### config.mk
export PLATFORM = sky130hd
export DESIGN_NAME = unique_key_record_table
export DESIGN_NICKNAME = d
export VERILOG_FILES = /design/src/hdl/ukrt_pkg.sv /design/src/hdl/ukrt_ram.sv /design/src/hdl/ukrt_seq.sv /design/src/hdl/unique_key_record_table.sv
export VERILOG_INCLUDE_DIRS = /design/src /design/src/hdl
export SDC_FILE = /design/constraint.sdc
export NUM_CORES = 2
export LEC_CHECK = 0
export BUFFER_PORTS_ARGS = -buffer_cell sky130_fd_sc_hd__buf_2
export CORE_MARGIN = 2
export CORE_UTILIZATION = 30
export CTS_CLUSTER_SIZE = 16
export DETAILED_ROUTE_END_ITERATION = 10
export PLACE_DENSITY = 0.45
export SYNTH_ARGS = -nofsm -noshare
export SYNTH_HDL_FRONTEND = slang
export SYNTH_SLANG_ARGS = --single-unit
### constraint.sdc
create_clock -name clk -period 9 [get_ports clk]
set_input_delay 1.35 -clock clk [delete_from_list [all_inputs] [get_ports clk]]
set_output_delay 1.35 -clock clk [all_outputs]
set_load 0.005 [all_outputs]
### src/hdl/assert_macros.svh
// assertion macros shared by the record table rtl
`ifndef ASSERT_MACROS_SVH
`define ASSERT_MACROS_SVH

// property that must hold at every clock edge outside reset
`define ASSERT_ALWAYS(label, prop, msg) \
  label: assert property (@(posedge clk) disable iff (rst) (prop)) else $error(msg);

// same-cycle implication outside reset
`define ASSERT_IMP(label, ante, cons, msg) \
  label: assert property (@(posedge clk) disable iff (rst) (ante) |-> (cons)) else $error(msg);

`endif

### src/hdl/ukrt_pkg.sv
// types and constants of the keyed record table
`timescale 1ns / 1ps
`default_nettype none
package ukrt_pkg;

  localparam int DEPTH = 32;
  localparam int IDX_W = (DEPTH > 1) ? $clog2(DEPTH) : 1;
  localparam int CNT_W = $clog2(DEPTH + 1);
  localparam int FLD_W = 32;
  localparam int REC_W = 3 * FLD_W;

  localparam logic [2:0] CMD_INSERT = 3'd0;
  localparam logic [2:0] CMD_LOOKUP = 3'd1;
  localparam logic [2:0] CMD_CHANGE = 3'd2;
  localparam logic [2:0] CMD_DELETE = 3'd3;
  localparam logic [2:0] CMD_LIST   = 3'd4;

  typedef enum logic [2:0] {
    ST_OK        = 3'd0,
    ST_NOT_FOUND = 3'd1,
    ST_DUPLICATE = 3'd2,
    ST_FULL      = 3'd3,
    ST_EMPTY     = 3'd4
  } status_t;

  typedef enum logic [3:0] {
    S_IDLE  = 4'b0001,
    S_SRCH  = 4'b0010,
    S_SHIFT = 4'b0100,
    S_LIST  = 4'b1000
  } state_t;

  typedef struct packed {
    logic             we;
    logic [IDX_W-1:0] waddr;
    logic [REC_W-1:0] wdata;
    logic [IDX_W-1:0] raddr;
  } ram_req_t;

  typedef struct packed {
    logic             valid;
    status_t          status;
    logic [FLD_W-1:0] key;
    logic [FLD_W-1:0] account;
    logic [FLD_W-1:0] balance;
    logic             last;
  } result_t;

endpackage
`default_nettype wire

### src/hdl/ukrt_ram.sv
// generic simple dual-port ram with registered read
`timescale 1ns / 1ps
`default_nettype none
module ukrt_ram #(
  parameter int WIDTH = 8,
  parameter int DEPTH = 16,
  parameter int ADDR_W = (DEPTH > 1) ? $clog2(DEPTH) : 1
) (
  input  wire logic              clk,
  input  wire logic              we,
  input  wire logic [ADDR_W-1:0] waddr,
  input  wire logic [WIDTH-1:0]  wdata,
  input  wire logic [ADDR_W-1:0] raddr,
  output logic      [WIDTH-1:0]  rdata
);

  logic [WIDTH-1:0] mem [DEPTH];

  always_ff @(posedge clk) begin
    if (we) begin
      mem[waddr] <= wdata;
    end
    rdata <= mem[raddr];
  end

endmodule
`default_nettype wire

### src/hdl/ukrt_seq.sv
// sequencer: search, shift and list walks over the record ram with one key comparator
`timescale 1ns / 1ps
`default_nettype none
`include "assert_macros.svh"
module ukrt_seq
  import ukrt_pkg::*;
(
  input  wire logic              clk,
  input  wire logic              rst,
  input  wire logic              start,
  input  wire logic [2:0]        cmd,
  input  wire logic [FLD_W-1:0]  key,
  input  wire logic [FLD_W-1:0]  new_key,
  input  wire logic [FLD_W-1:0]  account,
  input  wire logic [FLD_W-1:0]  balance,
  input  wire logic [REC_W-1:0]  rd_data,
  output logic                   busy,
  output ram_req_t               ram,
  output result_t                res
);

  state_t           state, state_next;
  logic [2:0]       op;
  logic [FLD_W-1:0] tkey, nkey, acct, bal;
  logic             phase, phase_next;
  logic [IDX_W-1:0] pos, pos_next;
  logic [CNT_W-1:0] idx, idx_next;
  logic             pend, pend_next;
  logic [IDX_W-1:0] pend_idx, pend_idx_next;
  logic [CNT_W-1:0] count, count_next;

  logic             scanning, issue, hit, scan_end;
  logic [FLD_W-1:0] rd_key, rd_acct, rd_bal, target;

  assign busy     = (state != S_IDLE);
  assign scanning = (state == S_SRCH) || (state == S_SHIFT) || (state == S_LIST);
  assign issue    = scanning && (idx < count);
  assign rd_key   = rd_data[REC_W-1 -: FLD_W];
  assign rd_acct  = rd_data[2*FLD_W-1 -: FLD_W];
  assign rd_bal   = rd_data[FLD_W-1:0];
  assign target   = phase ? nkey : tkey;
  // the one shared comparator
  assign hit      = pend && (rd_key == target);
  assign scan_end = !issue && !pend;

  always_ff @(posedge clk) begin
    if (rst) begin
      state <= S_IDLE;
      count <= '0;
      pend  <= 1'b0;
    end else begin
      state <= state_next;
      count <= count_next;
      pend  <= pend_next;
    end
  end

  always_ff @(posedge clk) begin
    if (start && !busy) begin
      op   <= cmd;
      tkey <= key;
      nkey <= new_key;
      acct <= account;
      bal  <= balance;
    end
    phase    <= phase_next;
    pos      <= pos_next;
    idx      <= idx_next;
    pend_idx <= pend_idx_next;
  end

  always_comb begin
    state_next    = state;
    count_next    = count;
    phase_next    = phase;
    pos_next      = pos;
    idx_next      = issue ? idx + CNT_W'(1) : idx;
    pend_next     = issue;
    pend_idx_next = issue ? idx[IDX_W-1:0] : pend_idx;
    ram.we        = 1'b0;
    ram.waddr     = count[IDX_W-1:0];
    ram.wdata     = {tkey, acct, bal};
    ram.raddr     = idx[IDX_W-1:0];
    res           = '0;
    res.status    = ST_OK;
    res.last      = 1'b1;

    case (state)
      S_IDLE: begin
        if (start) begin
          idx_next   = '0;
          pend_next  = 1'b0;
          phase_next = 1'b0;
          case (cmd)
            CMD_INSERT: begin
              if (count == CNT_W'(DEPTH)) begin
                res.valid  = 1'b1;
                res.status = ST_FULL;
              end else begin
                state_next = S_SRCH;
              end
            end
            CMD_LOOKUP, CMD_CHANGE: begin
              state_next = S_SRCH;
            end
            CMD_DELETE: begin
              if (count == '0) begin
                res.valid  = 1'b1;
                res.status = ST_EMPTY;
              end else begin
                state_next = S_SRCH;
              end
            end
            CMD_LIST: begin
              if (count == '0) begin
                res.valid  = 1'b1;
                res.status = ST_EMPTY;
              end else begin
                state_next = S_LIST;
              end
            end
            default: begin
              // unused codes give no result
            end
          endcase
        end
      end

      S_SRCH: begin
        if (hit) begin
          pend_next = 1'b0;
          case (op)
            CMD_LOOKUP: begin
              state_next  = S_IDLE;
              res.valid   = 1'b1;
              res.key     = rd_key;
              res.account = rd_acct;
              res.balance = rd_bal;
            end
            CMD_CHANGE: begin
              if (!phase) begin
                // record found, now make sure the new key is absent
                pos_next   = pend_idx;
                phase_next = 1'b1;
                idx_next   = '0;
              end else begin
                state_next = S_IDLE;
                res.valid  = 1'b1;
                res.status = ST_DUPLICATE;
              end
            end
            CMD_DELETE: begin
              state_next = S_SHIFT;
              idx_next   = CNT_W'(pend_idx) + CNT_W'(1);
            end
            default: begin
              state_next = S_IDLE;
              res.valid  = 1'b1;
              res.status = ST_DUPLICATE;
            end
          endcase
        end else if (scan_end) begin
          state_next = S_IDLE;
          res.valid  = 1'b1;
          case (op)
            CMD_INSERT: begin
              ram.we     = 1'b1;
              count_next = count + CNT_W'(1);
            end
            CMD_CHANGE: begin
              if (phase) begin
                ram.we    = 1'b1;
                ram.waddr = pos;
                ram.wdata = {nkey, acct, bal};
              end else begin
                res.status = ST_NOT_FOUND;
              end
            end
            default: begin
              res.status = ST_NOT_FOUND;
            end
          endcase
        end
      end

      S_SHIFT: begin
        // each later record moves one place forward
        if (pend) begin
          ram.we    = 1'b1;
          ram.waddr = pend_idx - IDX_W'(1);
          ram.wdata = rd_data;
        end
        if (scan_end) begin
          state_next = S_IDLE;
          count_next = count - CNT_W'(1);
          res.valid  = 1'b1;
        end
      end

      S_LIST: begin
        if (pend) begin
          res.valid   = 1'b1;
          res.key     = rd_key;
          res.account = rd_acct;
          res.balance = rd_bal;
          res.last    = (CNT_W'(pend_idx) == count - CNT_W'(1));
        end
        if (scan_end) begin
          state_next = S_IDLE;
        end
      end

      default: begin
        state_next = S_IDLE;
        pend_next  = 1'b0;
      end
    endcase
  end

  `ASSERT_IMP(a_write_when_walking, ram.we, (state == S_SRCH) || (state == S_SHIFT), "ram write outside search or shift")
  `ASSERT_IMP(a_count_steps_by_one, !$past(rst) && (count != $past(count)), (count == $past(count) + CNT_W'(1)) || (count == $past(count) - CNT_W'(1)), "entry count jumped")
  `ASSERT_IMP(a_count_only_when_busy, !$past(rst) && (count != $past(count)), $past(state) != S_IDLE, "entry count changed while idle")

endmodule
`default_nettype wire

### src/hdl/unique_key_record_table.sv
// top level of the keyed record table: sequencer, record ram and result register
//
//   channel   handshake                  beat
//   -------   -------------------------  ------------------------------------------
//   command   start & !busy              cmd, key, new_key, account, balance
//   result    out_valid (one cycle)      status, out_key, out_account, out_balance,
//                                        last
//
// full, empty and unused codes: busy stays low. the other commands walk the records
// held: change walks them again for the new key, delete shifts the later ones forward.
// the walk speed is set by the single read port of the record ram, one record a cycle
// through one key comparator. each result appears in the cycle after the work that
// makes it and is shown for one cycle only; the receiver cannot stall.
// rst clears the record count; the record ram needs no clearing pass.
`timescale 1ns / 1ps
`default_nettype none
`include "assert_macros.svh"
module unique_key_record_table
  import ukrt_pkg::*;
(
  input  wire logic                    clk,
  input  wire logic                    rst,
  input  wire logic                    start,
  output logic                         busy,
  input  wire logic [2:0]              cmd,
  input  wire logic [FLD_W-1:0]        key,
  input  wire logic [FLD_W-1:0]        new_key,
  input  wire logic [FLD_W-1:0]        account,
  input  wire logic signed [FLD_W-1:0] balance,
  output logic                         out_valid,
  output logic [2:0]                   status,
  output logic [FLD_W-1:0]             out_key,
  output logic [FLD_W-1:0]             out_account,
  output logic signed [FLD_W-1:0]      out_balance,
  output logic                         last
);

  ram_req_t         ram;
  result_t          res;
  logic [REC_W-1:0] rd_data;

  ukrt_seq u_seq (
    .clk     (clk),
    .rst     (rst),
    .start   (start),
    .cmd     (cmd),
    .key     (key),
    .new_key (new_key),
    .account (account),
    .balance ($unsigned(balance)),
    .rd_data (rd_data),
    .busy    (busy),
    .ram     (ram),
    .res     (res)
  );

  ukrt_ram #(
    .WIDTH (REC_W),
    .DEPTH (DEPTH)
  ) u_ram (
    .clk   (clk),
    .we    (ram.we),
    .waddr (ram.waddr),
    .wdata (ram.wdata),
    .raddr (ram.raddr),
    .rdata (rd_data)
  );

  always_ff @(posedge clk) begin
    if (rst) begin
      out_valid <= 1'b0;
    end else begin
      out_valid <= res.valid;
    end
  end

  always_ff @(posedge clk) begin
    status      <= res.status;
    out_key     <= res.key;
    out_account <= res.account;
    out_balance <= $signed(res.balance);
    last        <= res.last;
  end

  `ASSERT_IMP(a_result_follows_command, out_valid && !$past(rst), $past(busy) || $past(start), "result beat without a command")

endmodule
`default_nettype wire

# Word level (Yosys, flattened, before mapping)
# Memory sizes are Yosys's and may differ from the RTL's. A register that Yosys moved wholly into a read port is not among the register bits.
# Index checks and enable logic that the tools add are counted.
op_classes:
  add_sub_neg: 5
  magnitude_cmp: 1
  eq_ne: 27
  mux: 57
  bitwise_logic: 1
  n_reduce_logical: 23
ops:
  columns: ["operator", "n"]
  rows:
  - ["$mux 102", 4]
  - ["$pmux 102 s2", 1]
  - ["$mux 96", 2]
  - ["$pmux 96 s2", 1]
  - ["$mux 101", 1]
  - ["$mux 97", 1]
  - ["$mux 4", 13]
  - ["$mux 6", 8]
  - ["$pmux 6 s2", 3]
  - ["$eq 32x32->1", 1]
  - ["$mux 32", 1]
  - ["$pmux 3 s2", 3]
  - ["$pmux 4 s2", 2]
  - ["$pmux 4 s4", 1]
  - ["$add 6x1->6 const B", 2]
  - ["$eq 3x2->1 const B", 4]
  - ["$pmux 4 s3", 1]
  - ["$mux 1", 10]
  - ["$ne 3x3->1 const B", 3]
  - ["$ne 2x2->1 const B", 4]
  - ["$reduce_and 4->1", 2]
  - ["$reduce_or 2->1", 4]
  - ["$add 5x1->6 const B", 1]
  - ["$eq 3x1->1 const B", 2]
  - ["27 further kinds", 39]
word_totals:
  reg_bits: 260
  ram_bits: 3072
  inputBits: 134
  out_inout_bits: 102
  word_cells: 133
  mem_count: 1
mem_list:
  columns: ["name", "words", "width", "read_ports", "rd_ports_with_merged_regs", "wr", "line", "rtl"]
  rows:
  - ["u_ram.mem", 32, 96, 1, 1, 1, "ukrt_ram.sv:17", "logic [WIDTH-1:0] mem [DEPTH];"]

# Logic depth before layout (Yosys ltp)
depth:
  ltp_word: 11
  ltp_mapped: 12
  mapped_depth_nobuf: 10

# Cells and area by module
# A second synthesis with hierarchy kept.
hier_totals:
  cells_unflattened: 6596
  hier_area_um2: 129306.5
by_module_without_submodules:
  columns: ["mod", "n_inst", "cells_each", "area_per_inst_um2", "seq_area_each_um2"]
  rows:
  - ["ukrt_ram", 1, 5604, 118492.4, 94170.3]
  - ["ukrt_seq", 1, 890, 8778.4, 4604.4]
  - ["unique_key_record_table", 1, 102, 2035.7, 2021.9]

# Worst setup path before layout
# No wires, ideal clock.
synth_path:
  path_type: "flip-flop to flip-flop"
  startpoint: "reg u_seq.count[3]"
  endpoint: "mem u_ram.mem[21][0] (netlist name) (enable)"
  setup_time_ns: 0.552
  arrival_ns: 6.657
  required_ns: 8.448
  path_slack_ns: 1.791
  path_stages_with_launch: 13
  n_path_buf: 2
  period_less_slack_ns: 7.209
  cell_sequence: "dfxtp_1 clkbuf_1 inv_1 ha_1 a21oi_1 o21ai_0 a311o_2 inv_2 nor4_2 buf_6 a221o_1 or3_4 nor2_1"
synth_via:
  elab_chain_cells: 9
  word_cells_on_any_way: 12
  cone_classes: "order compare: 1; mux: 8; reduce/logical: 3"
synth_rtl:
  columns: ["element", "line", "rtl"]
  rows:
  - ["from (decl)", "ukrt_seq.sv:30", "logic [CNT_W-1:0] count, count_next;"]
  - ["from (signal assigned)", "ukrt_seq.sv:53", "count <= count_next;"]
  - ["$lt 6x6->1", "ukrt_seq.sv:37", "assign issue = scanning && (idx < count);"]
  - ["$logic_and 1x1->1", "ukrt_seq.sv:37", null]
  - ["$logic_not 1->1", "ukrt_seq.sv:44", "assign scan_end = !issue && !pend;"]
  - ["$logic_and 1x1->1", "ukrt_seq.sv:44", null]
  - ["$mux 102", "ukrt_seq.sv:162", "end else if (scan_end) begin"]
  - ["$mux 102", "ukrt_seq.sv:130", "if (hit) begin"]
  - ["$pmux 102 s2 *", "ukrt_seq.sv:88", "case (state)"]
  - ["$mux 1", "ukrt_ram.sv:20", "if (we) begin"]
  - ["$mux 1 (implied by the code)", "ukrt_ram.sv:21", "mem[waddr] <= wdata;"]
  - ["to (decl)", "ukrt_ram.sv:17", null]
# Mark *: on every way between the ends. The rest lies on a longest branch, timed or not.

# Worst setup path in the final report
layout_path:
  startpoint: "reg u_seq.idx[0]"
  endpoint: "mem u_ram.mem[15][22] (netlist name) (enable)"
layout_via:
  elab_chain_cells: 9
layout_rtl:
  columns: ["element", "line", "rtl"]
  rows:
  - ["from (decl)", "ukrt_seq.sv:27", "logic [CNT_W-1:0] idx, idx_next;"]
  - ["from (signal assigned)", "ukrt_seq.sv:68", "idx <= idx_next;"]
  - ["$lt 6x6->1 *", "ukrt_seq.sv:37", null]
  - ["$logic_and 1x1->1 *", "ukrt_seq.sv:37", null]
  - ["$logic_not 1->1 *", "ukrt_seq.sv:44", null]
  - ["$logic_and 1x1->1 *", "ukrt_seq.sv:44", null]
  - ["$mux 102 *", "ukrt_seq.sv:162", null]
  - ["$mux 102 *", "ukrt_seq.sv:130", null]
  - ["$pmux 102 s2 *", "ukrt_seq.sv:88", null]
  - ["$mux 1", "ukrt_ram.sv:20", null]
  - ["$mux 1 (implied by the code)", "ukrt_ram.sv:21", null]
# Marked as above.

==> flow_results.xml <==
<?xml version="1.0" encoding="UTF-8"?>
<metrics>
  <group name="synth">
    <metric name="synth_mux_area_share" unit="%">15.2</metric>
    <metric name="synth_fp_nets" unit="">6315</metric>
    <metric name="postSynth.asyncResetShare" unit="%">0</metric>
    <metric name="synthFlopType" unit="">sky130_fd_sc_hd__edfxtp_1</metric>
    <metric name="post_synthesis_cell_count" unit="">6171</metric>
    <metric name="synthXorXnorAreaFrac" unit="%">0.359</metric>
    <metric name="synth_simple_gate_area_share" unit="%">2.38</metric>
    <metric name="dominant_combinational_cell_family_by_area_after_synthesis" unit="">multiplexers</metric>
    <metric name="ys_warn_count" unit="">0</metric>
    <metric name="synth_enable_flop_cells" unit="">3214</metric>
    <metric name="synth_compound_gate_area_share" unit="%">2.91</metric>
    <metric name="syn_avg_cell_area" unit="um2">21.0</metric>
    <metric name="yosysSeqAreaShare" unit="%">77.9</metric>
    <metric name="netlist-cell-type-count" unit="">58</metric>
    <metric name="synth_area" unit="um2">129000</metric>
    <metric name="synth-seq-cells" unit="">3428</metric>
    <metric name="synthAdderAreaFrac" unit="%">0.0967</metric>
  </group>
  <group name="timing">
    <metric name="final_min_period_over_clock_period" unit="%">63.8</metric>
    <metric name="timing.final.max_slew_violations" unit="">0</metric>
    <metric name="rsz0062_at_grt" unit="">no</metric>
    <metric name="finalCriticalPeriod" unit="ns">5.75</metric>
    <metric name="finalHoldViolCount" unit="">0</metric>
    <metric name="slew_worst_pin" unit="ns">1.30</metric>
    <metric name="max_freq" unit="GHz">0.174</metric>
    <metric name="report.final.setup_viol" unit="">0</metric>
    <metric name="fin_skew" unit="ns">0.0624</metric>
    <metric name="worst_hold_margin" unit="ns">0.462</metric>
    <metric name="max_slew_margin" unit="%">13.0</metric>
    <metric name="finalSetupTns" unit="ns">0</metric>
  </group>
  <group name="cts">
    <metric name="ctsLongestPathBuffers" unit="">4</metric>
    <metric name="post_cts.resized_instances" unit="">0</metric>
    <metric name="ctsRootBufferMaster" unit="">sky130_fd_sc_hd__clkbuf_16</metric>
    <metric name="tritoncts" unit="">built</metric>
    <metric name="cts_made_buffers" unit="">386</metric>
    <metric name="cts_sinks" unit="">3428</metric>
    <metric name="clk-insertion-delay-late" unit="ns">0.98</metric>
    <metric name="cts_setup_buffers" unit="">0</metric>
    <metric name="cts-hold-fix-buffers" unit="">0</metric>
    <metric name="cts.clk_slew.worst_paths" unit="ns">0.06</metric>
    <metric name="cts-htree-levels" unit="">5</metric>
  </group>
  <group name="critical_path">
    <metric name="cp.depth" unit="">11</metric>
    <metric name="worst_path_arrival" unit="ns">6.30</metric>
    <metric name="timing.reg2reg.worst_path_depth" unit="">11</metric>
    <metric name="crit_path_max_incr_delay" unit="ns">1.02</metric>
    <metric name="critical_path_class" unit="">flip-flop to flip-flop</metric>
    <metric name="cp_top_family" unit="">simple AND/OR/NAND/NOR gates</metric>
    <metric name="critical_path.max_fanout" unit="">39</metric>
    <metric name="crit_slowest_cell" unit="">sky130_fd_sc_hd__nor2_4</metric>
    <metric name="required" unit="ns">9.55</metric>
    <metric name="timing.critical_path.cells" unit="">nand2b_1 &gt; a21oi_1 &gt; o21ai_0 &gt; a311o_2 &gt; inv_2 &gt; nor4_4 &gt; buf_4 &gt; a221o_1 &gt; nand2b_1 &gt; nor2_4 &gt; buf_4</metric>
    <metric name="critPathLaunchType" unit="">flip-flop</metric>
    <metric name="number_of_buffers_and_inverters_on_the_critical_path" unit="">3</metric>
    <metric name="endpoint_kind_of_the_worst_setup_timing_path" unit="">flip-flop</metric>
  </group>
  <group name="placement">
    <metric name="postPlaceCellArea" unit="um2">138000</metric>
    <metric name="place.gp.congestion" unit="">0.764</metric>
    <metric name="place_hpwl" unit="um">192000</metric>
    <metric name="port_buffers" unit="">235</metric>
    <metric name="placed_cells_incl_taps" unit="">11900</metric>
  </group>
  <group name="flow_run">
    <metric name="maxCapViolations" unit="">0</metric>
  </group>
  <group name="layout">
    <metric name="final_net_count" unit="">6758</metric>
    <metric name="stdcell_area" unit="um2">151000</metric>
    <metric name="syn_to_final_growth" unit="%">16.5</metric>
    <metric name="instances_no_fill" unit="">12700</metric>
    <metric name="layout-drive-gt1-share" unit="%">25.0</metric>
  </group>
  <group name="detailed_routing">
    <metric name="drt-vias-per-instance" unit="">4.95</metric>
    <metric name="drt_first_pass_iters" unit="">5</metric>
    <metric name="drt.antenna.violating_nets" unit="">0</metric>
    <metric name="wl_final" unit="um">370000</metric>
    <metric name="detail_route.wl_per_cell" unit="um">29.2</metric>
    <metric name="drt_iter0_drc" unit="">5271</metric>
    <metric name="via_count" unit="">62700</metric>
    <metric name="drcViolationCount" unit="">0</metric>
  </group>
  <group name="global_routing">
    <metric name="vias_in_the_first_global_route" unit="">66200</metric>
    <metric name="grt_overflow_total" unit="">0</metric>
    <metric name="grt_pass1_wl" unit="um">519000</metric>
    <metric name="groute.usage.overall" unit="%">16.7</metric>
    <metric name="grt_antenna_before_repair" unit="">16</metric>
    <metric name="grt_start_max_net_pins" unit="">109</metric>
  </group>
  <group name="power_and_ir_drop">
    <metric name="share_comb_of_total_power" unit="%">2.9</metric>
    <metric name="seq_power_share" unit="%">52.5</metric>
    <metric name="power.total" unit="W">0.0344</metric>
    <metric name="p_leak" unit="nW">45.6</metric>
    <metric name="share_clk_of_total_power" unit="%">44.6</metric>
    <metric name="switching_power" unit="W">0.00743</metric>
    <metric name="max-vdd-ir-drop" unit="uV">167</metric>
    <metric name="p_sw_share" unit="%">21.6</metric>
    <metric name="power_density_relative_to_cell_area" unit="nW/um2">228</metric>
    <metric name="p_int" unit="W">0.0270</metric>
  </group>
  <group name="floorplanning">
    <metric name="die_outline_area" unit="um2">436000</metric>
    <metric name="starting_density_of_the_core" unit="%">30.1</metric>
    <metric name="fp.coreArea" unit="um2">430000</metric>
    <metric name="chipWidth" unit="um">661</metric>
    <metric name="die_h" unit="um">661</metric>
    <metric name="fp_rows" unit="">241</metric>
    <metric name="number_of_top_level_pins" unit="">236</metric>
  </group>
  <group name="hold_path">
    <metric name="worstHoldPathType" unit="">flip-flop to flip-flop</metric>
    <metric name="cell_depth_of_the_worst_min_delay_path" unit="">1</metric>
  </group>
  <group name="run_status">
    <metric name="status" unit="">completed</metric>
  </group>
</metrics>
through the flow:
| step | worst slack, ns | utilization (%) |
|---|---|---|
| after CTS | 3.09 | 35.0 |
| after floorplan | 1.79 | - |
| after detailed placement | 3.15 | 32.2 |
| final | 3.25 | 35.0 |
| after global routing | 2.86 | 35.0 |
| after global placement | 3.12 | 32.2 |
power by group through the flow:
stage          registers, W  logic [W]  clock network (W)
5_1_grt              0.0181    0.00110             0.0164
3_3_place_gp         0.0184   0.000982                  0
2_1_floorplan        0.0184   0.000482                  0
3_5_place_dp         0.0184    0.00103                  0
6_report             0.0181    0.00100             0.0154
4_1_cts              0.0181    0.00103             0.0158
layer usage:
metal	vias to the layer above	share of wire (%)	wire length (um)	GRT usage (%)
li1	26500	-	-	-
met1	34300	43	159000	22.0
met2	1461	51	190000	29.3
met3	421	3.8	14100	2.17
met4	0	2.0	7490	3.58
met5	-	0	0	0
worst reg2reg max path, cell delays in order, from the launching register on:
cell                       delay [ns]
sky130_fd_sc_hd__dfxtp_4         0.92
sky130_fd_sc_hd__nand2b_1        0.22
sky130_fd_sc_hd__a21oi_1         0.08
sky130_fd_sc_hd__o21ai_0         0.21
sky130_fd_sc_hd__a311o_2         0.33
sky130_fd_sc_hd__inv_2           0.19
sky130_fd_sc_hd__nor4_4          0.40
sky130_fd_sc_hd__buf_4           0.37
sky130_fd_sc_hd__a221o_1         0.31
sky130_fd_sc_hd__nand2b_1        0.46
sky130_fd_sc_hd__nor2_4          1.02
sky130_fd_sc_hd__buf_4           0.77
final timing paths:
path	startpoint	to	slack, ns
max reg2reg	u_seq.idx[0]	u_ram.mem[15][22]	3.25
min reg2reg	u_ram.rdata[43]	out_account[11]	0.46
min	u_ram.rdata[43]	out_account[11]	0.46
max	u_seq.idx[0]	u_ram.mem[15][22]	3.25
final cells by class:
class	instances	area, um2
timing repair buffer	394	2870
clock buffer	516	10500
fill	40100	279000
multi-input combinational	2385	27400
clock inverter	207	1870
sequential	3428	101000
tap	5710	7140
antenna	4	10.0
inverter	19	86.3
logic make-up after synthesis:
kind of cell,count (synthesis)
and+or+nand+nor,691
AOI/OAI and AO/OA,515
buffers and inverters,358
xor gates and xnor gates,53
muxes,1116
adders and majority gates,10
DFF,3428
registers in the layout, summed over array words and instances, names as in the netlist, 32 cells and up:
signal	count
out_balance	32
out_key	32
u_seq.bal	32
u_seq.nkey	32
out_account	32
u_seq.acct	32
u_seq.tkey	32
u_ram.rdata	96
u_ram.mem	3072
layout by cell type, fill, tap and decap left out, types with 7 or more instances in the layout:
cell,count
sky130_fd_sc_hd__edfxtp_1,3214
sky130_fd_sc_hd__mux4_2,673
sky130_fd_sc_hd__nand2_1,433
sky130_fd_sc_hd__mux2i_1,397
sky130_fd_sc_hd__clkbuf_16,391
sky130_fd_sc_hd__o221ai_1,236
sky130_fd_sc_hd__buf_2,235
sky130_fd_sc_hd__dfxtp_1,209
sky130_fd_sc_hd__buf_4,120
sky130_fd_sc_hd__clkbuf_1,100
sky130_fd_sc_hd__o21ai_0,96
sky130_fd_sc_hd__nor2b_1,84
sky130_fd_sc_hd__clkinv_2,81
sky130_fd_sc_hd__a21oi_1,67
sky130_fd_sc_hd__clkinv_1,57
sky130_fd_sc_hd__o22ai_1,52
sky130_fd_sc_hd__mux2_2,46
sky130_fd_sc_hd__xnor2_1,44
sky130_fd_sc_hd__buf_12,38
sky130_fd_sc_hd__nor2_1,37
sky130_fd_sc_hd__nor2_4,32
sky130_fd_sc_hd__clkbuf_8,25
sky130_fd_sc_hd__bufinv_16,21
sky130_fd_sc_hd__a22oi_1,18
sky130_fd_sc_hd__clkinvlp_4,18
sky130_fd_sc_hd__inv_1,16
sky130_fd_sc_hd__a221o_1,16
sky130_fd_sc_hd__and2b_1,15
sky130_fd_sc_hd__nor3_1,15
sky130_fd_sc_hd__nand3_1,13
sky130_fd_sc_hd__and3_1,10
sky130_fd_sc_hd__ha_1,10
sky130_fd_sc_hd__nand4_1,9
sky130_fd_sc_hd__xor2_1,9
sky130_fd_sc_hd__inv_6,9
sky130_fd_sc_hd__nor4_1,8
sky130_fd_sc_hd__clkinv_8,8
sky130_fd_sc_hd__nand2b_1,7
synthesized netlist by cell type (3+ instances only):
library cell,instances,area (um2)
sky130_fd_sc_hd__nand2b_1,8,50.1
sky130_fd_sc_hd__a22oi_1,18,135
sky130_fd_sc_hd__or3_1,4,25.0
sky130_fd_sc_hd__nand2_1,434,1630
sky130_fd_sc_hd__a21o_1,4,30.0
sky130_fd_sc_hd__nand3_1,14,70.1
sky130_fd_sc_hd__and3_1,11,68.8
sky130_fd_sc_hd__nor2_1,70,263
sky130_fd_sc_hd__a22o_1,5,43.8
sky130_fd_sc_hd__buf_1,66,248
sky130_fd_sc_hd__dfxtp_1,214,4280
sky130_fd_sc_hd__buf_6,4,45.0
sky130_fd_sc_hd__and2b_1,15,113
sky130_fd_sc_hd__a221o_1,16,160
sky130_fd_sc_hd__xor2_1,9,78.8
sky130_fd_sc_hd__nor2b_1,84,526
sky130_fd_sc_hd__o22ai_1,52,325
sky130_fd_sc_hd__mux2i_1,397,3970
sky130_fd_sc_hd__inv_1,17,63.8
sky130_fd_sc_hd__nor4_1,8,50.1
sky130_fd_sc_hd__a211oi_1,3,22.5
sky130_fd_sc_hd__edfxtp_1,3214,96500
sky130_fd_sc_hd__buf_2,56,280
sky130_fd_sc_hd__ha_1,10,125
sky130_fd_sc_hd__xnor2_1,44,385
sky130_fd_sc_hd__nand3b_1,3,22.5
sky130_fd_sc_hd__a21oi_1,68,340
sky130_fd_sc_hd__nor3_1,15,75.1
sky130_fd_sc_hd__o221ai_1,237,2080
sky130_fd_sc_hd__clkbuf_1,211,792
sky130_fd_sc_hd__mux4_2,673,15200
sky130_fd_sc_hd__and2_1,5,31.3
sky130_fd_sc_hd__mux2_2,46,518
sky130_fd_sc_hd__o21ai_0,96,480
sky130_fd_sc_hd__or2_2,3,18.8
sky130_fd_sc_hd__nand4_1,9,56.3
Note: power is estimated with default switching activity, not from simulation.
